[src/sv/spq_pkg.sv]
`timescale 1ns / 1ps
`default_nettype none

package spq_pkg;

  // queue geometry
  localparam int DEPTH      = 16;
  localparam int DATA_WIDTH = 32;
  localparam int PRIO_W     = 32;
  localparam int CNT_W      = $clog2(DEPTH + 1);

  // operation codes
  typedef enum logic [1:0] {
    OP_INSERT = 2'd0,
    OP_POP    = 2'd1,
    OP_PEEK   = 2'd2,
    OP_CLEAR  = 2'd3
  } spq_op_t;

  // result status codes
  typedef enum logic [1:0] {
    ST_OK    = 2'd0,
    ST_EMPTY = 2'd1,
    ST_FULL  = 2'd2
  } spq_status_t;

  // one stored entry
  typedef struct packed {
    logic signed [PRIO_W-1:0] prio;
    logic [DATA_WIDTH-1:0]    data;
  } spq_entry_t;

  // per-cycle command broadcast to every cell
  typedef struct packed {
    logic       do_insert;
    logic       do_pop;
    spq_entry_t new_entry;
  } spq_cell_ctl_t;

  // 32-bit port word to stored payload width
  function automatic logic [DATA_WIDTH-1:0] to_data(input logic [31:0] word);
    logic [63:0] wide;
    wide = 64'(word);
    return wide[DATA_WIDTH-1:0];
  endfunction

  // stored payload back to 32-bit port word
  function automatic logic [31:0] from_data(input logic [DATA_WIDTH-1:0] d);
    logic [63:0] wide;
    wide = 64'(d);
    return wide[31:0];
  endfunction

endpackage

`default_nettype wire

[src/sv/spq_cell.sv]
`timescale 1ns / 1ps
`default_nettype none

module spq_cell
  import spq_pkg::*;
(
  input  wire logic          clk,
  input  wire spq_cell_ctl_t ctl,
  input  wire logic          occupied,
  input  wire logic          prev_gt,
  input  wire spq_entry_t    prev_entry,
  input  wire spq_entry_t    next_entry,
  output logic               gt,
  output spq_entry_t         entry
);

  spq_entry_t entry_r;
  spq_entry_t entry_nxt;

  // new item ranks strictly ahead of this cell, or the cell is empty
  assign gt = !occupied || (ctl.new_entry.prio > entry_r.prio);

  // insert: take new item at the boundary, shift right behind it; pop: shift left
  always_comb begin
    entry_nxt = entry_r;
    if (ctl.do_insert) begin
      if (gt && !prev_gt) begin
        entry_nxt = ctl.new_entry;
      end else if (gt && prev_gt) begin
        entry_nxt = prev_entry;
      end
    end else if (ctl.do_pop) begin
      entry_nxt = next_entry;
    end
  end

  // entry storage
  always_ff @(posedge clk) begin
    entry_r <= entry_nxt;
  end

  assign entry = entry_r;

endmodule

`default_nettype wire

[src/sv/sorted_priority_queue_top.sv]
`timescale 1ns / 1ps
`default_nettype none

// Sorted priority queue of DEPTH entries, each a signed priority and a payload,
// kept highest priority first with equal priorities in arrival order. An item
// (opcode insert, pop, peek or clear) is accepted when start is high and busy
// is low; busy is high only during reset, so one item can be accepted every
// cycle. Its result appears in the cycle after acceptance, marked by out_valid
// for exactly one cycle, and must be taken then: the receiver cannot stall. An
// insert is a compare-and-shift done in parallel by the row of storage cells,
// each comparing the new priority against its own; a pop shifts the row left.

module sorted_priority_queue_top
  import spq_pkg::*;
(
  input  wire logic               clk,
  input  wire logic               rst_n,
  input  wire logic               start,
  output logic                    busy,
  input  wire logic [1:0]         in_opcode,
  input  wire logic signed [31:0] in_priority_req,
  input  wire logic [31:0]        in_payload,
  output logic                    out_valid,
  output logic [1:0]              out_status,
  output logic [31:0]             out_head_payload,
  output logic signed [31:0]      out_head_priority,
  output logic [4:0]              out_entry_count
);

  logic             busy_r;
  logic [CNT_W-1:0] count_r, count_nxt;
  logic             valid_r;
  spq_status_t      status_r, status_nxt;
  logic [31:0]      head_payload_r, head_payload_nxt;
  logic [31:0]      head_prio_r, head_prio_nxt;

  spq_cell_ctl_t    ctl;
  logic             accept;
  logic             full, empty;
  spq_entry_t       cell_entry [DEPTH];
  logic             cell_gt    [DEPTH];

  assign accept = start && !busy_r;
  assign full   = (count_r == CNT_W'(DEPTH));
  assign empty  = (count_r == '0);

  // decode the operation
  always_comb begin
    ctl.do_insert           = 1'b0;
    ctl.do_pop              = 1'b0;
    ctl.new_entry.prio      = in_priority_req;
    ctl.new_entry.data      = to_data(in_payload);
    count_nxt               = count_r;
    status_nxt              = ST_OK;
    head_payload_nxt        = '0;
    head_prio_nxt           = '0;
    if (accept) begin
      unique case (spq_op_t'(in_opcode))
        OP_INSERT: begin
          if (full) begin
            status_nxt = ST_FULL;
          end else begin
            ctl.do_insert = 1'b1;
            count_nxt     = count_r + CNT_W'(1);
          end
        end
        OP_POP, OP_PEEK: begin
          if (empty) begin
            status_nxt = ST_EMPTY;
          end else begin
            head_payload_nxt = from_data(cell_entry[0].data);
            head_prio_nxt    = cell_entry[0].prio;
            if (spq_op_t'(in_opcode) == OP_POP) begin
              ctl.do_pop = 1'b1;
              count_nxt  = count_r - CNT_W'(1);
            end
          end
        end
        OP_CLEAR: begin
          count_nxt = '0;
        end
        default: begin
          count_nxt = count_r;
        end
      endcase
    end
  end

  // row of storage cells, head at index 0
  for (genvar i = 0; i < DEPTH; i++) begin : g_cell
    logic       occ;
    logic       prev_gt;
    spq_entry_t prev_entry;
    spq_entry_t next_entry;

    assign occ = (count_r > CNT_W'(i));

    if (i == 0) begin : g_first
      assign prev_gt    = 1'b0;
      assign prev_entry = '0;
    end else begin : g_mid
      assign prev_gt    = cell_gt[i-1];
      assign prev_entry = cell_entry[i-1];
    end

    if (i == DEPTH - 1) begin : g_last
      assign next_entry = '0;
    end else begin : g_notlast
      assign next_entry = cell_entry[i+1];
    end

    spq_cell u_cell (
      .clk        (clk),
      .ctl        (ctl),
      .occupied   (occ),
      .prev_gt    (prev_gt),
      .prev_entry (prev_entry),
      .next_entry (next_entry),
      .gt         (cell_gt[i]),
      .entry      (cell_entry[i])
    );
  end

  // control state
  always_ff @(posedge clk) begin
    if (!rst_n) begin
      busy_r  <= 1'b1;
      count_r <= '0;
      valid_r <= 1'b0;
    end else begin
      busy_r  <= 1'b0;
      count_r <= count_nxt;
      valid_r <= accept;
    end
  end

  // result registers
  always_ff @(posedge clk) begin
    status_r       <= status_nxt;
    head_payload_r <= head_payload_nxt;
    head_prio_r    <= head_prio_nxt;
  end

  assign busy              = busy_r;
  assign out_valid         = valid_r;
  assign out_status        = status_r;
  assign out_head_payload  = head_payload_r;
  assign out_head_priority = head_prio_r;
  assign out_entry_count   = 5'(count_r);

`ifndef SYNTH
  // one result for every accepted item, in the following cycle
  a_result_follows: assert property (@(posedge clk) disable iff (!rst_n)
    accept |=> valid_r)
    else $error("accepted item produced no result");

  a_no_spurious: assert property (@(posedge clk) disable iff (!rst_n)
    !accept |=> !valid_r)
    else $error("result without an accepted item");

  // count never exceeds capacity
  a_count_bound: assert property (@(posedge clk) disable iff (!rst_n)
    count_r <= CNT_W'(DEPTH))
    else $error("entry count beyond capacity");

  // a dropped insert leaves the queue full
  a_full_status: assert property (@(posedge clk) disable iff (!rst_n)
    (valid_r && status_r == ST_FULL) |-> count_r == CNT_W'(DEPTH))
    else $error("full status while queue not full");

  // empty status only with nothing held
  a_empty_status: assert property (@(posedge clk) disable iff (!rst_n)
    (valid_r && status_r == ST_EMPTY) |-> count_r == '0)
    else $error("empty status while queue holds entries");
`endif

endmodule

`default_nettype wire

[config.mk]
export PLATFORM = sky130hd
export DESIGN_NAME = sorted_priority_queue_top
export DESIGN_NICKNAME = d
export VERILOG_FILES = /design/src/sv/spq_pkg.sv /design/src/sv/spq_cell.sv /design/src/sv/sorted_priority_queue_top.sv
export SDC_FILE = /design/constraint.sdc
export NUM_CORES = 2
export LEC_CHECK = 0
export BUFFER_PORTS_ARGS = -buffer_cell sky130_fd_sc_hd__buf_4
export CAP_MARGIN = 10
export CORE_MARGIN = 2
export CORE_UTILIZATION = 35
export DETAILED_ROUTE_END_ITERATION = 6
export PLACE_DENSITY_LB_ADDON = 0.3
export SKIP_LAST_GASP = 1
export SLEW_MARGIN = 20
export SYNTH_ARGS = -nofsm -noshare
export SYNTH_HDL_FRONTEND = slang
export SYNTH_SLANG_ARGS = --single-unit
[constraint.sdc]
create_clock -name clk -period 6.5 [get_ports clk]
set_input_delay 0.65 -clock clk [delete_from_list [all_inputs] [get_ports clk]]
set_output_delay 0.65 -clock clk [all_outputs]
set_load 0.02 [all_outputs]
==> Word level (Yosys, flattened, before mapping) <==
Cells that the tools add are included.
{ "word_totals": {"out_inout_bits": 73, "word_cells": 275, "inputBits": 69, "regBits": 1097} }
{ "classes": {"n_eq_ne": 23, "magnitude_cmp": 32, "n_bitwise": 2, "add_sub_neg": 2, "n_reduce_logical": 101, "muxes": 77} }
{ "ops": {"columns": ["cell", "count"], "rows": [
  ["$mux 64", 63],
  ["$gt 32x32->1", 16],
  ["$ne 3x1->1 const B", 15],
  ["$gt 5x4->1 const B", 8],
  ["$logic_not 1->1", 32],
  ["$reduce_and 2->1", 16],
  ["$logic_and 1x1->1", 31],
  ["$gt 5x3->1 const B", 4],
  ["$logic_or 1x1->1", 16],
  ["$mux 5", 3],
  ["$pmux 5 s3", 1],
  ["$gt 5x1->1 const B", 2],
  ["$gt 5x2->1 const B", 2],
  ["$mux 1", 7],
  ["$ne 2x2->1 const B", 3],
  ["$add 5x1->5 const B", 1],
  ["$eq 5x5->1 const B", 1],
  ["$logic_not 5->1", 1],
  ["$sub 5x1->5 const B", 1],
  ["$eq 2x2->1 const B", 2],
  ["$mux 2", 2],
  ["$pmux 2 s2", 1],
  ["$reduce_and 4->1", 1],
  ["$reduce_or 3->1", 1],
  ["other kinds (6)", 7]
]} }

==> Depth between registers and ports, before layout <==
{ "depth": {"word_depth": 7, "mapped_depth": 14, "mapped_depth_nobuf": 10} }

==> Hierarchy <==
A second synthesis with hierarchy kept.
{ "hier_totals": {"cells_unflattened": 9240, "hier_area_um2": 86485.4} }
{ "by_module_without_submodules": {"columns": ["mod", "n_inst", "area_each_um2", "cells_each", "seq_area_each_um2"], "rows": [
  ["spq_cell (g_cell[0].u_cell ...)", 13, 5326.4, 562, 1921.8],
  ["spq_cell (g_cell[7].u_cell ...)", 3, 4918.5, 565, 1921.8],
  ["sorted_priority_queue_top", 1, 2487.4, 239, 1461.4]
]} }

==> Least setup slack after synthesis <==
Ideal clock, no wire load.
{ "synth_timing": {"path_type": "input port to flip-flop", "startpoint": "input port in_priority_req[0]", "endpoint": "register g_cell[2].u_cell.entry_r, in the netlist g_cell[2].u_cell.entry[0], enable pin", "n_path_buf": 4, "setup_slack_ns": 0.080, "required_ns": 5.993, "arrival_time_ns": 5.913, "cell_stages": 13, "setup_time_ns": 0.507, "path_cell_list": "clkbuf_1 > inv_1 > ha_1 > nor2b_1 > o211ai_1 > a2111oi_0 > a211o_1 > a2111oi_2 > or2_1 > buf_4 > buf_6 > buf_4 > a21oi_1"} }
{ "synth_via": {"elab_chain_len": 6, "elab_cells_between_ends": 9, "cone_classes": "2 x order compare; 1 x eq/ne; 6 x reduce/logical"} }
{ "synth_lines": {"columns": ["item", "line_no", "text"], "rows": [
  ["start: declaration", "sorted_priority_queue_top.sv:21", "input wire logic signed [31:0] in_priority_req,"],
  ["$gt 32x32->1", "spq_cell.sv:21", "assign gt = !occupied || (ctl.new_entry.prio > entry_r.prio);"],
  ["$logic_or 1x1->1", "spq_cell.sv:21", null],
  ["$logic_not 1->1", "spq_cell.sv:27", "if (gt && !prev_gt) begin"],
  ["$logic_and 1x1->1", "spq_cell.sv:27", null],
  ["$ne 3x1->1 (no source line) *", null, null],
  ["$reduce_and 2->1 (no source line) *", null, null],
  ["end signal: assignment", "spq_cell.sv:39", "entry_r <= entry_nxt;"],
  ["end: declaration", "spq_cell.sv:17", "spq_entry_t entry_r;"]
]} }
Every way passes the cells marked *; elsewhere a longest branch is shown, timed or not.
A chain may end at the register's enable or synchronous reset.

==> out/metrics.yaml <==
clocking:
  postCtsSetupRepairBufs: 0
  numCtsBuffers: 121
  clockBufferDepth: 3
  ctsResizeCount: 0
  insertion_delay_ns: 0.79
  cts_tree: "yes"
  clkSinkCount: 1097
  path_clk_slew_ns: 0.07
  cts_hold_buf: 0
  root_buffer: "clkbuf_16"
  htree_levels: 3
run:
  drv_cap: 0
sta:
  fin_tns_setup_ns: 0
  max_freq_ghz: 0.202
  setup_violations: 0
  rsz0062_at_grt: "no"
  whs_ns: 0.0862
  drv_slew: 0
  min_period_over_period_pct: 76.1
  hold_violations: 0
  finalWorstSetupSlack_ns: 1.56
  fin_crit_ns: 4.94
  clock_skew_ns: 0.0315
  slew_headroom_pct: 19.5
  worst_pin_slew_ns: 1.20
die:
  die_y_um: 444
  core-area_um2: 193000
  start_util_pct: 35.2
  die_area_um2: 197000
  top_level_ports: 142
  rows: 161
  die_x_um: 444
global_routing:
  grt_pass1_vias: 56900
  grt_use_total_pct: 23.7
  grt_overflow: 0
  grt_max_degree: 168
  grt_pass1_wl_mm: 363
  antenna_found_initial: 5
synth:
  synth_seq_cells: 1097
  avgSynthCellArea_um2: 10.2
  ys_types: 81
  yosys_warnings: 0
  seq_area_frac_synth_pct: 47.5
  synth-edff-count: 1024
  yosys-top-cells-area: "edfxtp_1 45%, ha_1 9.6%, o211ai_1 4.9%, o221ai_1 4.1%, inv_1 2.9%"
  yosysTopAreaCellShare_pct: 45.4
  syn_inst: 6623
  synthArstFlopShare_pct: 0
  netlist_area_um2: 67800
  syn-num-nets: 7213
  yosys_most_used_dff: "edfxtp_1"
  yosys.area.top_type: "edfxtp_1"
place:
  dp_slack_ns: 1.26
  place_congestion: 0.932
  dp_hpwl_mm: 159
  dp_cells: 8783
  port_buffers: 141
power_and_ir_drop:
  p_clk_share_pct: 43.5
  p_int_uw: 12700
  power_leakage_uw: 0.0279
  power.total_uw: 17300
  ir_worst_vdd_mv: 0.221
  swShare_pct: 26.3
  p_comb_share_pct: 10.3
  pwr-share-seq_pct: 46.2
  power.density_nw_per_um2: 230
  netSwitchingPower_uw: 4550
final_layout:
  layout_commonest_cell: "edfxtp_1"
  final_cells: 9018
  final_nets: 6970
  nFillCells: 18800
  final_layout_size_suffix_gt1_share_pct: 8.45
  final_cell_mix: "1,024 x edfxtp_1, 528 x inv_1, 521 x ha_1"
  area_growth_syn_to_layout_pct: 11.0
worst_setup_path:
  cp.arrival_ns: 5.47
  cp.required_ns: 7.02
  timing.rr.start: "g_cell[5].u_cell.entry[63]"
  start_kind: "register"
  r2r_slack_ns: 1.56
  critPathCaptureType: "register"
  worstPathMaxFanout: 45
  critical_path_class: "reg -> reg"
  r2r_end: "g_cell[6].u_cell.entry[15]"
  rr_worst_depth: 11
worst_hold_path:
  hold_start: "rst_n"
  min_path_cells: 2
  holdCritPathClass: "in -> reg"
  holdPathEnd: "out_valid"
outcome:
  violations: "design-rule violations"
  outcome: "finished, violations left"
route:
  route.vias.total: 57300
  drc_errors: 1
  wl_per_cell_um: 26.9
  drtPass1Iterations: 7
  viasPerCell: 6.36
  detail-route-antenna-nets: 0
  drt_iter0_drc: 6446
  wl_mm: 242
[sequential cells by signal, indices dropped and copies added, names as in the netlist]
signal               flops
g_cell.u_cell.entry   1024
out_head_payload        32
out_head_priority       32
out_entry_count          5
out_status               2
busy                     1
out_valid                1
[power by group through the flow]
stage          clock network (uW)  logic (uW)  registers (uW)
3_5_place_dp                    0        1740            8130
2_1_floorplan                   0        1070            8120
3_3_place_gp                    0        1700            8130
6_report                     7530        1780            7980
5_1_grt                      7870        1930            8000
4_1_cts                      7610        1750            7980
[area by class of cell]
cell class	count	area [um^2]	area share [%]
sequential	1097	32200	42.8
tap	2526	3160	4.20
timing repair buffer	266	2300	3.05
antenna	3	7.51	0.00997
multi-input combinational	4365	31400	41.7
inverter	529	1990	2.64
clock buffer	149	3320	4.41
clock inverter	83	935	1.24
[per-stage QoR]
step	cell area [um^2]	utilization (%)
6_report	75300	39.1
2_1_floorplan	67800	-
4_1_cts	75200	39.1
3_3_place_gp	71000	36.9
3_5_place_dp	71000	36.9
5_1_grt	75300	39.1
[kinds of logic after synthesis]
| group | share of synthesized area (%) |
|---|---|
| AND/OR/NAND/NOR | 11.9 |
| buffers and inverters | 6.93 |
| flip-flops | 47.5 |
| multiplexers | 1.46 |
| adder cells (fa/ha/maj) | 9.62 |
| AO/OA/AOI/OAI | 22.6 |
[worst max path at each step]
stage | startpoint | end | slack (ns) | cells after the start
after floorplan | in_priority_req[0] | g_cell[2].u_cell.entry[0] | 0.08 | 13
after global placement | in_priority_req[31] | g_cell[6].u_cell.entry[2] | 1.32 | 11
after detailed placement | in_priority_req[31] | g_cell[6].u_cell.entry[16] | 1.26 | 11
after CTS | g_cell[5].u_cell.entry[63] | g_cell[6].u_cell.entry[15] | 1.73 | 11
after global routing | g_cell[5].u_cell.entry[63] | g_cell[6].u_cell.entry[11] | 1.44 | 11
final | g_cell[5].u_cell.entry[63] | g_cell[6].u_cell.entry[15] | 1.56 | 11
[metal layers]
layer / share of wire, % / wire length [um] / global-route usage (%) / vias up
met5: 0 / 0 / 0 / -
met4: 4.9 / 11800 / 10.8 / 0
met3: 7.7 / 18800 / 3.66 / 513
met2: 45 / 110000 / 37.7 / 2816
met1: 42 / 102000 / 31.8 / 28700
li1: - / - / - / 25300
[synthesized netlist by cell type, types with 6 or more instances]
master / instances
a221o_1: 174
a22oi_1: 93
ha_1: 521
o311ai_1: 41
inv_1: 528
nand2_1: 506
o221ai_1: 314
nand2b_1: 9
o21ai_0: 207
dfxtp_1: 73
nor2_1: 214
buf_4: 13
a211o_1: 36
nor2b_1: 20
mux2i_1: 98
and3_1: 6
a211oi_1: 11
a21boi_0: 7
o211a_1: 6
a21oi_1: 291
buf_2: 151
o21ai_1: 15
and2_1: 203
a221oi_1: 8
or3_1: 17
nand3_1: 275
nor4_1: 82
o311ai_0: 22
buf_6: 13
clkbuf_1: 428
o211ai_1: 441
nor4_2: 11
o31ai_1: 101
nand4_1: 112
edfxtp_1: 1024
a21o_1: 65
o21a_1: 9
and4_1: 9
a31oi_1: 225
buf_1: 24
nor3_1: 153
[worst max-delay path, stage by stage (launching register included)]
cell and delay (ns):
edfxtp_1 0.36, inv_1 0.07, ha_1 0.45, nand4_1 0.27, nor3_1 0.59, nor3b_1 0.38, a21boi_0 0.20, a22oi_1 0.28
o211a_4 0.64, nand2_2 0.57, buf_4 0.44, a221o_1 0.35
No activity file was read; power rests on OpenSTA's default activity.
